**src/rtl/lam_pkg.sv**
```systemverilog
`timescale 1ns / 1ps

package lam_pkg;

  localparam int SampleW = 16;
  localparam int AlarmW  = 5;
  localparam int CfgIdxW = 3;
  localparam int CfgDataW = 16;

  // Status / enable bit positions
  localparam int BitOverVolt  = 0;
  localparam int BitUnderVolt = 1;
  localparam int BitOverCurr  = 2;
  localparam int BitOverTemp  = 3;
  localparam int BitInPos     = 4;

  // In-position window, plus or minus this many counts
  localparam int PosWindow = 2;

  // Register indexes of the configuration port
  localparam logic [CfgIdxW-1:0] RegVoltMax     = 3'd0;
  localparam logic [CfgIdxW-1:0] RegVoltMin     = 3'd1;
  localparam logic [CfgIdxW-1:0] RegTempMax     = 3'd2;
  localparam logic [CfgIdxW-1:0] RegCurrMax     = 3'd3;
  localparam logic [CfgIdxW-1:0] RegAlarmEnable = 3'd4;
  localparam logic [CfgIdxW-1:0] RegIrqMask     = 3'd5;

  localparam logic [AlarmW-1:0] MaskAll = '1;

  typedef struct packed {
    logic [SampleW-1:0] volt_max;
    logic [SampleW-1:0] volt_min;
    logic [SampleW-1:0] temp_max;
    logic [SampleW-1:0] curr_max;
    logic [AlarmW-1:0]  alarm_enable;
    logic [AlarmW-1:0]  irq_mask;
  } cfg_t;

  typedef struct packed {
    logic [SampleW-1:0]        voltage;
    logic [SampleW-1:0]        current;
    logic [SampleW-1:0]        temperature;
    logic [SampleW-1:0]        position;
    logic [SampleW-1:0]        target;
    logic signed [SampleW-1:0] drive_in;
    logic [AlarmW-1:0]         clear_mask;
  } item_t;

  typedef struct packed {
    logic [AlarmW-1:0]  alarm_bits;
    logic [SampleW-1:0] throttle;
    logic               irq_level;
  } state_t;

  typedef struct packed {
    logic [AlarmW-1:0]         status;
    logic                      irq_line;
    logic signed [SampleW-1:0] drive_out;
    logic                      drive_off;
  } res_t;

  typedef struct packed {
    state_t nxt;
    res_t   res;
    logic   checked;   // tick was not skipped
    logic   thr_load;  // over-current reloaded the throttle
  } chk_t;

endpackage

```
**src/rtl/lam_if.sv**
```systemverilog
`timescale 1ns / 1ps

interface lam_in_if;
  logic                                 valid;
  logic                                 ready;
  logic [lam_pkg::SampleW-1:0]          voltage;
  logic [lam_pkg::SampleW-1:0]          current;
  logic [lam_pkg::SampleW-1:0]          temperature;
  logic [lam_pkg::SampleW-1:0]          position;
  logic [lam_pkg::SampleW-1:0]          target;
  logic signed [lam_pkg::SampleW-1:0]   drive_in;
  logic [lam_pkg::AlarmW-1:0]           clear_mask;

  modport source (output valid, voltage, current, temperature, position, target,
                  drive_in, clear_mask, input ready);
  modport sink (input valid, voltage, current, temperature, position, target,
                drive_in, clear_mask, output ready);
endinterface

interface lam_out_if;
  logic                               valid;
  logic                               ready;
  logic [lam_pkg::AlarmW-1:0]         status;
  logic                               irq_line;
  logic signed [lam_pkg::SampleW-1:0] drive_out;
  logic                               drive_off;

  modport source (output valid, status, irq_line, drive_out, drive_off, input ready);
  modport sink (input valid, status, irq_line, drive_out, drive_off, output ready);
endinterface

```
**src/rtl/limit_alarm_monitor.sv**
```systemverilog
`timescale 1ns / 1ps

// Limit alarm monitor. Each sample word (voltage, current, temperature,
// position, target, signed drive and a host clear mask) yields exactly one
// result word: sticky alarm status, interrupt line level, throttled drive and
// a drive-off pulse. Status bits: 0 over-voltage, 1 under-voltage,
// 2 over-current, 3 over-temperature, 4 in-position (position within +/-2 of
// target). A zero limit disables its check. Over-current loads a throttle
// with the excess current, which then fades by one per checked sample; the
// drive moves toward zero by twice the throttle held before the sample.
// Rate: one sample per clock, sustained while result words are taken. A
// sample is held in the input register and is evaluated in one pass of
// comparators and one add/subtract into the result register, where its
// result word is held until taken. A full result register that is not
// taken holds the pipeline; an empty input register still takes one more
// word. Configuration writes take effect at any edge with cfg_we high, so
// write them only while no sample is in flight.
module limit_alarm_monitor (
  input  logic                         clk,
  input  logic                         rst,
  input  logic                         cfg_we,
  input  logic [lam_pkg::CfgIdxW-1:0]  cfg_index,
  input  logic [lam_pkg::CfgDataW-1:0] cfg_data,
  lam_in_if.sink                       sample,
  lam_out_if.source                    result
);

  lam_pkg::cfg_t   cfg;
  lam_pkg::item_t  in_item;
  lam_pkg::state_t st;
  lam_pkg::chk_t   chk;
  lam_pkg::res_t   out_res;
  logic            in_vld;
  logic            out_vld;
  logic            fire;

  lam_cfg u_cfg (
    .clk       (clk),
    .rst       (rst),
    .cfg_we    (cfg_we),
    .cfg_index (cfg_index),
    .cfg_data  (cfg_data),
    .cfg       (cfg)
  );

  // Evaluate when a word is held and the result register is free or draining
  assign fire         = in_vld && (!out_vld || result.ready);
  assign sample.ready = !in_vld || fire;

  // Input register
  always_ff @(posedge clk) begin
    if (rst) begin
      in_vld <= 1'b0;
    end else if (sample.ready) begin
      in_vld <= sample.valid;
    end
  end

  always_ff @(posedge clk) begin
    if (sample.valid && sample.ready) begin
      in_item.voltage     <= sample.voltage;
      in_item.current     <= sample.current;
      in_item.temperature <= sample.temperature;
      in_item.position    <= sample.position;
      in_item.target      <= sample.target;
      in_item.drive_in    <= sample.drive_in;
      in_item.clear_mask  <= sample.clear_mask;
    end
  end

  lam_check u_check (
    .cfg  (cfg),
    .item (in_item),
    .st   (st),
    .chk  (chk)
  );

  // Sticky alarm bits, throttle and line level advance once per evaluated word
  always_ff @(posedge clk) begin
    if (rst) begin
      st <= '0;
    end else if (fire) begin
      st <= chk.nxt;
    end
  end

  // Result register
  always_ff @(posedge clk) begin
    if (rst) begin
      out_vld <= 1'b0;
    end else if (fire) begin
      out_vld <= 1'b1;
    end else if (result.ready) begin
      out_vld <= 1'b0;
    end
  end

  always_ff @(posedge clk) begin
    if (fire) begin
      out_res <= chk.res;
    end
  end

  assign result.valid     = out_vld;
  assign result.status    = out_res.status;
  assign result.irq_line  = out_res.irq_line;
  assign result.drive_out = out_res.drive_out;
  assign result.drive_off = out_res.drive_off;

  // A drive-off pulse always comes with the over-temperature bit
  a_off_has_temp: assert property (@(posedge clk) disable iff (rst)
    out_vld && out_res.drive_off |-> out_res.status[lam_pkg::BitOverTemp])
    else $error("drive_off without over-temperature status");

  // The line can only be high while some alarm bit is set
  a_irq_needs_bits: assert property (@(posedge clk) disable iff (rst)
    st.irq_level |-> (st.alarm_bits != '0))
    else $error("interrupt level high with no alarm bits");

  // Without a reload, a checked word fades a nonzero throttle by one
  a_thr_fade: assert property (@(posedge clk) disable iff (rst)
    fire && chk.checked && !chk.thr_load && (st.throttle != '0)
    |=> st.throttle == $past(st.throttle) - lam_pkg::SampleW'(1))
    else $error("throttle did not fade by one");

  // Nothing is evaluated without a held input word
  a_fire_needs_word: assert property (@(posedge clk) disable iff (rst)
    !in_vld |=> $stable(st))
    else $error("state changed with no word held");

endmodule

```
**src/rtl/lam_cfg.sv**
```systemverilog
`timescale 1ns / 1ps

module lam_cfg (
  input  logic                            clk,
  input  logic                            rst,
  input  logic                            cfg_we,
  input  logic [lam_pkg::CfgIdxW-1:0]     cfg_index,
  input  logic [lam_pkg::CfgDataW-1:0]    cfg_data,
  output lam_pkg::cfg_t                   cfg
);

  always_ff @(posedge clk) begin
    if (rst) begin
      cfg.volt_max     <= '0;
      cfg.volt_min     <= '0;
      cfg.temp_max     <= '0;
      cfg.curr_max     <= '0;
      cfg.alarm_enable <= lam_pkg::MaskAll;
      cfg.irq_mask     <= lam_pkg::MaskAll;
    end else if (cfg_we) begin
      unique case (cfg_index)
        lam_pkg::RegVoltMax:     cfg.volt_max <= cfg_data;
        lam_pkg::RegVoltMin:     cfg.volt_min <= cfg_data;
        lam_pkg::RegTempMax:     cfg.temp_max <= cfg_data;
        lam_pkg::RegCurrMax:     cfg.curr_max <= cfg_data;
        lam_pkg::RegAlarmEnable: cfg.alarm_enable <= cfg_data[lam_pkg::AlarmW-1:0];
        lam_pkg::RegIrqMask:     cfg.irq_mask <= cfg_data[lam_pkg::AlarmW-1:0];
        default: ;  // drop writes to unused indexes
      endcase
    end
  end

endmodule

```
**src/rtl/lam_check.sv**
```systemverilog
`timescale 1ns / 1ps

module lam_check (
  input  lam_pkg::cfg_t   cfg,
  input  lam_pkg::item_t  item,
  input  lam_pkg::state_t st,
  output lam_pkg::chk_t   chk
);

  localparam int W = lam_pkg::SampleW;

  logic                 active;
  logic                 ov, uv, oc, ot, inpos;
  logic signed [W:0]    diff;
  logic [lam_pkg::AlarmW-1:0] bits_clr, bits_chk;
  logic [W-1:0]         thr_mid;
  logic signed [W+1:0]  d_ext, cut_ext, d_sum;
  logic signed [W-1:0]  drive;

  always_comb begin
    active = !((cfg.alarm_enable == '0) && !st.irq_level);
    bits_clr = st.alarm_bits & ~item.clear_mask;

    ov = cfg.alarm_enable[lam_pkg::BitOverVolt] && (cfg.volt_max != '0)
         && (item.voltage > cfg.volt_max);
    uv = cfg.alarm_enable[lam_pkg::BitOverVolt] && !ov && (cfg.volt_min != '0)
         && (item.voltage < cfg.volt_min);
    oc = cfg.alarm_enable[lam_pkg::BitOverCurr] && (cfg.curr_max != '0)
         && (item.current > cfg.curr_max);
    ot = cfg.alarm_enable[lam_pkg::BitOverTemp] && (cfg.temp_max != '0)
         && (item.temperature > cfg.temp_max);

    diff  = $signed({1'b0, item.position}) - $signed({1'b0, item.target});
    inpos = cfg.alarm_enable[lam_pkg::BitInPos]
            && (diff >= -(W+1)'(lam_pkg::PosWindow))
            && (diff <= (W+1)'(lam_pkg::PosWindow));

    bits_chk = bits_clr;
    bits_chk[lam_pkg::BitOverVolt]  = bits_clr[lam_pkg::BitOverVolt] | ov;
    bits_chk[lam_pkg::BitUnderVolt] = bits_clr[lam_pkg::BitUnderVolt] | uv;
    bits_chk[lam_pkg::BitOverCurr]  = bits_clr[lam_pkg::BitOverCurr] | oc;
    bits_chk[lam_pkg::BitOverTemp]  = bits_clr[lam_pkg::BitOverTemp] | ot;
    bits_chk[lam_pkg::BitInPos]     = inpos;

    thr_mid = oc ? (item.current - cfg.curr_max) : st.throttle;

    // Move drive toward zero by twice the starting throttle, stop at zero
    d_ext   = (W+2)'(item.drive_in);
    cut_ext = $signed({1'b0, st.throttle, 1'b0});
    if (item.drive_in > 0) begin
      d_sum = d_ext - cut_ext;
      drive = (d_sum < 0) ? '0 : d_sum[W-1:0];
    end else if (item.drive_in < 0) begin
      d_sum = d_ext + cut_ext;
      drive = (d_sum > 0) ? '0 : d_sum[W-1:0];
    end else begin
      d_sum = d_ext;
      drive = '0;
    end

    if (active) begin
      chk.nxt.alarm_bits = bits_chk;
      chk.nxt.irq_level  = (inpos || st.irq_level) && ((bits_chk & cfg.irq_mask) != '0);
      chk.nxt.throttle   = (thr_mid != '0) ? thr_mid - W'(1) : thr_mid;
      chk.res.drive_off  = ot;
    end else begin
      chk.nxt.alarm_bits = bits_clr;
      chk.nxt.irq_level  = st.irq_level;
      chk.nxt.throttle   = st.throttle;
      chk.res.drive_off  = 1'b0;
    end

    chk.res.status    = chk.nxt.alarm_bits;
    chk.res.irq_line  = chk.nxt.irq_level;
    chk.res.drive_out = drive;
    chk.checked       = active;
    chk.thr_load      = active && oc;
  end

endmodule

```
**src/flat_wrapper.sv**
```systemverilog
// flat-port wrapper written by rule: the top's interface ports become plain ports
module limit_alarm_monitor_flat 
  (clk, rst, cfg_we, cfg_index, cfg_data, sample_valid, sample_voltage, sample_current, sample_temperature, sample_position, sample_target, sample_drive_in, sample_clear_mask, sample_ready, result_valid, result_status, result_irq_line, result_drive_out, result_drive_off, result_ready);
  lam_in_if sample_i ();
  lam_out_if result_i ();
  input  logic clk;
  input  logic rst;
  input  logic cfg_we;
  input  logic [lam_pkg::CfgIdxW-1:0] cfg_index;
  input  logic [lam_pkg::CfgDataW-1:0] cfg_data;
  input wire logic [$bits(sample_i.valid)-1:0] sample_valid;
  input wire logic [$bits(sample_i.voltage)-1:0] sample_voltage;
  input wire logic [$bits(sample_i.current)-1:0] sample_current;
  input wire logic [$bits(sample_i.temperature)-1:0] sample_temperature;
  input wire logic [$bits(sample_i.position)-1:0] sample_position;
  input wire logic [$bits(sample_i.target)-1:0] sample_target;
  input wire logic [$bits(sample_i.drive_in)-1:0] sample_drive_in;
  input wire logic [$bits(sample_i.clear_mask)-1:0] sample_clear_mask;
  output wire logic [$bits(sample_i.ready)-1:0] sample_ready;
  output wire logic [$bits(result_i.valid)-1:0] result_valid;
  output wire logic [$bits(result_i.status)-1:0] result_status;
  output wire logic [$bits(result_i.irq_line)-1:0] result_irq_line;
  output wire logic [$bits(result_i.drive_out)-1:0] result_drive_out;
  output wire logic [$bits(result_i.drive_off)-1:0] result_drive_off;
  input wire logic [$bits(result_i.ready)-1:0] result_ready;
  assign sample_i.valid = sample_valid;
  assign sample_i.voltage = sample_voltage;
  assign sample_i.current = sample_current;
  assign sample_i.temperature = sample_temperature;
  assign sample_i.position = sample_position;
  assign sample_i.target = sample_target;
  assign sample_i.drive_in = sample_drive_in;
  assign sample_i.clear_mask = sample_clear_mask;
  assign sample_ready = sample_i.ready;
  assign result_valid = result_i.valid;
  assign result_status = result_i.status;
  assign result_irq_line = result_i.irq_line;
  assign result_drive_out = result_i.drive_out;
  assign result_drive_off = result_i.drive_off;
  assign result_i.ready = result_ready;
  limit_alarm_monitor u_core (.clk(clk), .rst(rst), .cfg_we(cfg_we), .cfg_index(cfg_index), .cfg_data(cfg_data), .sample(sample_i), .result(result_i));
endmodule
```
**config.mk**
```make
export PLATFORM = sky130hd
export DESIGN_NAME = limit_alarm_monitor_flat
export DESIGN_NICKNAME = d
export VERILOG_FILES = /design/src/rtl/lam_pkg.sv /design/src/rtl/lam_if.sv /design/src/rtl/limit_alarm_monitor.sv /design/src/rtl/lam_cfg.sv /design/src/rtl/lam_check.sv /design/src/flat_wrapper.sv
export SDC_FILE = /design/constraint.sdc
export NUM_CORES = 1
export LEC_CHECK = 0
export ABC_AREA = 1
export BUFFER_PORTS_ARGS = -buffer_cell sky130_fd_sc_hd__buf_2
export CAP_MARGIN = 10
export CORE_MARGIN = 2
export CORE_UTILIZATION = 50
export DETAILED_ROUTE_END_ITERATION = 8
export PLACE_DENSITY_LB_ADDON = 0.15
export SYNTH_ARGS = -nofsm -noshare
export SYNTH_HDL_FRONTEND = slang
export SYNTH_SLANG_ARGS = --single-unit
```
**constraint.sdc**
```tcl
create_clock -name clk -period 6.65 [get_ports clk]
set_clock_uncertainty 0.1 [all_clocks]
set_input_delay 0.9975 -clock clk [delete_from_list [all_inputs] [get_ports clk]]
set_output_delay 0.9975 -clock clk [all_outputs]
set_load 0.005 [all_outputs]
```
# Yosys cells after proc, flatten, opt, wreduce, memory -nomap -nowiden
# Cells that the tools add are included.
totals:
  ff_bits: 222
  output_inout_bits: 25
  wordCells: 97
op_classes:
  addsub: 5
  order_cmp: 10
  eq_ne: 5
  n_mux: 9
  bitwise: 8
  n_reduce_logical: 38
ops:
  columns: ["cell", "n"]
  rows:
  - ["$mux W16", 6]
  - ["$reduce_bool A16 Y1", 5]
  - ["$gt A16 B16 Y1", 3]
  - ["$mux W22", 1]
  - ["$add A16 B18 Y18", 1]
  - ["$gt A18 B1 Y1 const B", 1]
  - ["$lt A18 B1 Y1 const B", 1]
  - ["$sub A16 B18 Y18", 1]
  - ["$ge A17 B2 Y1 const B", 1]
  - ["$le A17 B3 Y1 const B", 1]
  - ["$sub A16 B16 Y17", 1]
  - ["$gt A16 B1 Y1 const B", 1]
  - ["$lt A16 B1 Y1 const B", 1]
  - ["$lt A16 B16 Y1", 1]
  - ["$sub A16 B1 Y16 const B", 1]
  - ["$sub A16 B16 Y16", 1]
  - ["$logic_and A1 B1 Y1", 15]
  - ["$reduce_and A2 Y1", 7]
  - ["$and A5 B5 Y5", 2]
  - ["$eq A3 B2 Y1 const B", 2]
  - ["$eq A3 B3 Y1 const B", 2]
  - ["$logic_not A5 Y1", 1]
  - ["$not A5 Y5", 1]
  - ["$reduce_bool A5 Y1", 1]
  - ["other kinds (8)", 17]

# Depth between registers and ports, before layout
depth:
  word_depth: 12
  ltp_mapped: 24
  ltp_nobuf: 23

# Cells and area by module
# From an unflattened synthesis, not the netlist that was laid out.
hier_totals:
  hier_cells: 2007
  hier_area_um2: 14800.4
modules_own_cells:
  columns: ["module", "instances", "cells_per_inst", "area_each_um2", "seq_area_each_um2"]
  rows:
  - ["lam_check", 1, 1304, 6895.4, 0.0]
  - ["limit_alarm_monitor", 1, 280, 4904.7, 4204.0]
  - ["lam_cfg", 1, 423, 3000.4, 1481.4]

# Least setup slack after synthesis
# OpenSTA, ideal clock, no wires.
synth_timing:
  path_kind: "in2reg"
  start: "in result_ready"
  end: "reg u_core.in_item[0] in the netlist's numbering (enable)"
  setup_ns: 0.455
  arrival_time_ns: 3.186
  required_time_ns: 6.095
  setup_slack_ns: 2.909
  cell_stages: 4
  n_path_buf: 0
  cell_sequence: "inv_1 -> nand3_1 -> nand2_1 -> inv_1"
synth_via:
  elab_chain_cells: 4
synth_lines:
  columns: ["element", "line_no", "text"]
  rows:
  - ["from (decl)", "flat_wrapper.sv:25", "input wire logic [$bits(result_i.ready)-1:0] result_ready;"]
  - ["$logic_or A1 B1 Y1", "limit_alarm_monitor.sv:47", "assign fire = in_vld && (!out_vld || result.ready);"]
  - ["$logic_and A1 B1 Y1", "limit_alarm_monitor.sv:47", null]
  - ["$logic_or A1 B1 Y1", "limit_alarm_monitor.sv:48", "assign sample.ready = !in_vld || fire;"]
  - ["via sample_ready", "flat_wrapper.sv:19", "output wire logic [$bits(sample_i.ready)-1:0] sample_ready;"]
  - ["$logic_and A1 B1 Y1", "limit_alarm_monitor.sv:60", "if (sample.valid && sample.ready) begin"]
  - ["to (decl)", "limit_alarm_monitor.sv:29", "lam_pkg::item_t in_item;"]
# The timed path passes the listed nets, and every way through them passes these cells.
# A chain may end at the register's enable or synchronous reset.

# Final worst setup path
layout_timing:
  start: "reg u_core.in_item[69] in the netlist's numbering"
  end: "reg u_core.st[1] (netlist name)"
layout_via:
  elab_chain_cells: 5
  elab_cells_between_ends: 7
  classes_between: "add/sub: 2; order compare: 1; mux: 2; reduce/logical: 2"
layout_lines:
  columns: ["element", "line_no", "text"]
  rows:
  - ["$gt A16 B16 Y1", "lam_check.sv:29", "&& (item.current > cfg.curr_max);"]
  - ["$logic_and A1 B1 Y1", "lam_check.sv:29", null]
  - ["$mux W16 *", "lam_check.sv:45", "thr_mid = oc ? (item.current - cfg.curr_max) : st.throttle;"]
  - ["$sub A16 B1 Y16 / $reduce_bool A16 Y1 (equally long branches)", "lam_check.sv:64", "chk.nxt.throttle = (thr_mid != '0) ? thr_mid - W'(1) : thr_mid;"]
  - ["$mux W16 *", "lam_check.sv:64", null]
# Every way passes the cells marked *; elsewhere a longest branch is shown, timed or not.

==> key figures <==
Global route
  – Initial antenna violation count: 0
  – Largest net degree at the start of global routing: 86
  – GRT overflow: 0
  – First-pass GRT wire length: 51900 µm
  – Vias in the first global route: 10791
  – Tot GR Track Use: 0.225

Clock network
  – Clock-pin slew on the worst setup and hold paths: 0.06 ns
  – Post_cts resized: 0
  – CTS H-Tree Depth: 1
  – Post-CTS Setup Inserts: 0
  – Clock buffer depth: 3
  – CTS tree: yes
  – Worst skew pair latency: 0.54 ns
  – Cts bufs inserted: 25
  – Root Driver: clkbuf_16
  – Post-CTS Hold Buffers: 0
  – Clk sinks: 222

Worst setup path
  – Setup CP Type: reg2reg
  – Reg2Reg Setup Slack: 3.41 ns
  – R2r endpoint: u_core.st[1]
  – Worst path buffer plus inverter count: 5
  – CP endpoint kind: register
  – Crit path DAT: 3.58 ns
  – Crit path cell chain: inv_1 > ha_1 > fa_1 > inv_1 > nand3_1 > nand2_2 > nand2_2 > nand2_2 > nand2_2 > nand2_4 > nand2_4 > inv_4 > nand2_1 > nand2_1 > nand2_1 > nor2_1 > nand2_2 > nor2_4 > inv_2 > nand2_1 > nand3_1 > nand2_1 > inv_1
  – Required @ worst endpoint: 6.99 ns
  – RR Startpoint: u_core.in_item[69]
  – Crit path from: u_core.in_item[69]
  – CP top delay family: simple AND/OR/NAND/NOR gates
  – Largest stage delay, worst path: 0.40 ns
  – Maximum fanout along the worst path: 20
  – R2R cell count: 23
  – Slowest cell on crit path: fa_1
  – Element type at the critical path start: register

Synth
  – Commonest cells post-synth: nand2_1 (431), inv_1 (275), a21oi_1 (156), edfxtp_1 (124), ha_1 (113)
  – Leading area contributor after synthesis: edfxtp_1
  – Post-synth EDFFs: 124
  – Most numerous cell in the Yosys netlist: nand2_1
  – Yosys Warn Count: 0
  – Yosys reg bits: 222
  – Largest cells by area after synthesis: edfxtp_1 (28%), dfxtp_1 (14%), nand2_1 (12%)
  – Cells after Synth: 1747
  – Sequential-to-total area share from yosys stat: 0.420
  – Mapped Avg Cell Area: 7.75 µm²
  – Post-synth ARST share: 0
  – Main synth FF type: edfxtp_1
  – Distinct cells, synth: 44
  – Mapped Nets: 1989
  – Share of Yosys cell area claimed by the top area cell type: 0.275
  – Post-Syn Area: 13500 µm²

STA
  – Least-Margin Pin Slew: 1.08 ns
  – Tmin final: 3.24 ns
  – Setup TNS: 0 ns
  – Final setup vio count: 0
  – Worst setup margin: 3.41 ns
  – RSZ-0062 raised after global routing: no
  – Final Hold Vio Count: 0
  – Tcrit/Tclk final: 0.486
  – Worst rel slew slack: 0.279
  – Slew Limit Fails: 0
  – Max Clk Rate: 309 MHz

Hold path
  – Worst min path class: reg2reg
  – Worst Hold Path EP: u_core.u_cfg.cfg[2]
  – WHS Path Cells: 2
  – Hold Startpoint: u_core.u_cfg.cfg[2]

Placed design
  – Buffers on Ports: 149
  – Post-DP HPWL: 24900 µm
  – Post-Place Setup Slack: 2.95 ns
  – Routability-driven placement congestion ratio: 0.933

Detailed routing
  – DR iter-0 viols: 650
  – WL/cell: 14.3 µm
  – Drt drc: 0
  – Drt total wl: 32000 µm
  – Via-per-instance ratio: 5.11
  – DR WL met3: 1400 µm
  – Vias: 11461
  – DRT met1 WL: 14400 µm
  – Met2 wire len: 14900 µm
  – Antenna viol nets, final: 0
  – Top Layer Used: met4
  – Initial DRT Pass Iterations: 5

Final layout
  – Final nets: 2126
  – Fraction of layout cells with a size suffix above 1: 0.132
  – Area delta synth->final: 13.5%
  – ANT cells: 0

Pwr
  – Leakage power: 7.33 nW
  – Power density over the cells: 250 nW/µm²
  – Max VDD drop: 0.198 mV

Die
  – Die area: 28400 µm²
  – Die W: 169 µm
  – Initial core utilization: 0.506
  – Core area: 26700 µm²
  – Io pins: 150
  – FP Rows: 60
  – Die height: 169 µm

Run
  – Max_cap viols: 0

Outcome
  – Status: finished clean
==> sequential cells by signal, indices dropped and copies added (netlist names) <==
register,cells
u_core.in_item,101
u_core.u_cfg.cfg,74
u_core.st,22
u_core.result.drive_out,16
u_core.result.status,5
u_core.in_vld,1
u_core.result.drive_off,1
u_core.result.irq_line,1
u_core.result.valid,1
==> cells by family (layout without fill, tap and decap cells) <==
group,after synthesis,in the layout,synth area share
and+or+nand+nor,762,762,0.244
AOI/OAI and AO/OA,287,287,0.112
xor gates and xnor gates,29,29,0.0188
buffers and inverters,330,486,0.0942
DFF,222,222,0.420
adders and majority gates,117,117,0.110
==> area by class of cell <==
class                           count  area [µm²]
Inverter                          289        1090
Clock inverter                     12         100
Clock buffer                       34         722
Timing Repair Buffer              151         761
Sequential cell                   222        5690
Tap cell                          341         427
Fill cell                        2511       11400
Multi-Input combinational cell   1195        6570
==> layer usage <==
layer	global-route usage	vias to the layer above
met5	0	-
met4	0.0881	0
met3	0.0302	64
met2	0.389	267
met1	0.286	5133
li1	-	5997
==> tightest hold or removal path, cell delays in order (launching register included) <==
cell and delay (ns):
dfxtp_1 0.33, nand2_1 0.05, nand3_1 0.05
==> worst max-delay path by stage <==
stage / end / slack, ns / cells past startpoint
after global routing: u_core.st[6] / 3.10 / 9
after detailed placement: u_core.st[11] / 2.95 / 9
after floorplan: u_core.in_item[0] / 2.91 / 4
after global placement: u_core.st[1] / 3.06 / 10
final: u_core.st[1] / 3.41 / 23
after CTS: u_core.st[1] / 3.39 / 20
==> cells in the final DEF (no fill, tap or decap), types with 2 or more instances in the layout <==
cell / n
fa_1: 4
o21bai_1: 7
o21ai_2: 3
inv_2: 12
dfxtp_1: 98
nand2_1: 431
or2_2: 12
nand3_1: 109
o31ai_1: 3
nor2_1: 110
a31oi_1: 2
nor4_1: 12
nand2_4: 2
inv_4: 2
edfxtp_1: 124
buf_4: 2
clkbuf_8: 2
buf_2: 149
nor2_2: 6
xnor2_1: 5
nand4_1: 31
a21oi_1: 156
nor2_4: 5
a211oi_1: 2
and2_1: 6
nand3b_1: 5
a21boi_0: 2
clkbuf_16: 27
clkinv_2: 7
inv_1: 274
nand2_2: 16
clkinv_1: 3
clkbuf_1: 5
o211ai_1: 4
nor3_1: 15
ha_1: 113
o21a_1: 2
xor2_1: 24
o21ai_0: 101
==> power breakdown <==
| part | internal, mW | leakage (nW) | switching, mW |
|---|---|---|---|
| Clock | 0.802 | 0.408 | 0.558 |
| Combinational | 0.313 | 4.92 | 0.590 |
| Sequential | 1.54 | 2.01 | 0.0401 |
| Total | 2.66 | 7.33 | 1.19 |
==> through the flow <==
| stage | instance area [µm²] | hold WS (ns) | util | std cells | total power, mW |
|---|---|---|---|---|---|
| after CTS | 15400 | 0.365 | 0.575 | 2244 | 3.88 |
| after detailed placement | 14500 | 0.350 | 0.544 | 2198 | 2.51 |
| after global placement | 14500 | 0.343 | 0.544 | 2198 | 2.50 |
| final | 15400 | 0.362 | 0.575 | 2244 | 3.84 |
| after global routing | 15400 | 0.374 | 0.575 | 2244 | 4.07 |
| after floorplan | 13500 | 0.329 | - | 1747 | 2.27 |
(Power assumes the default switching activity.)
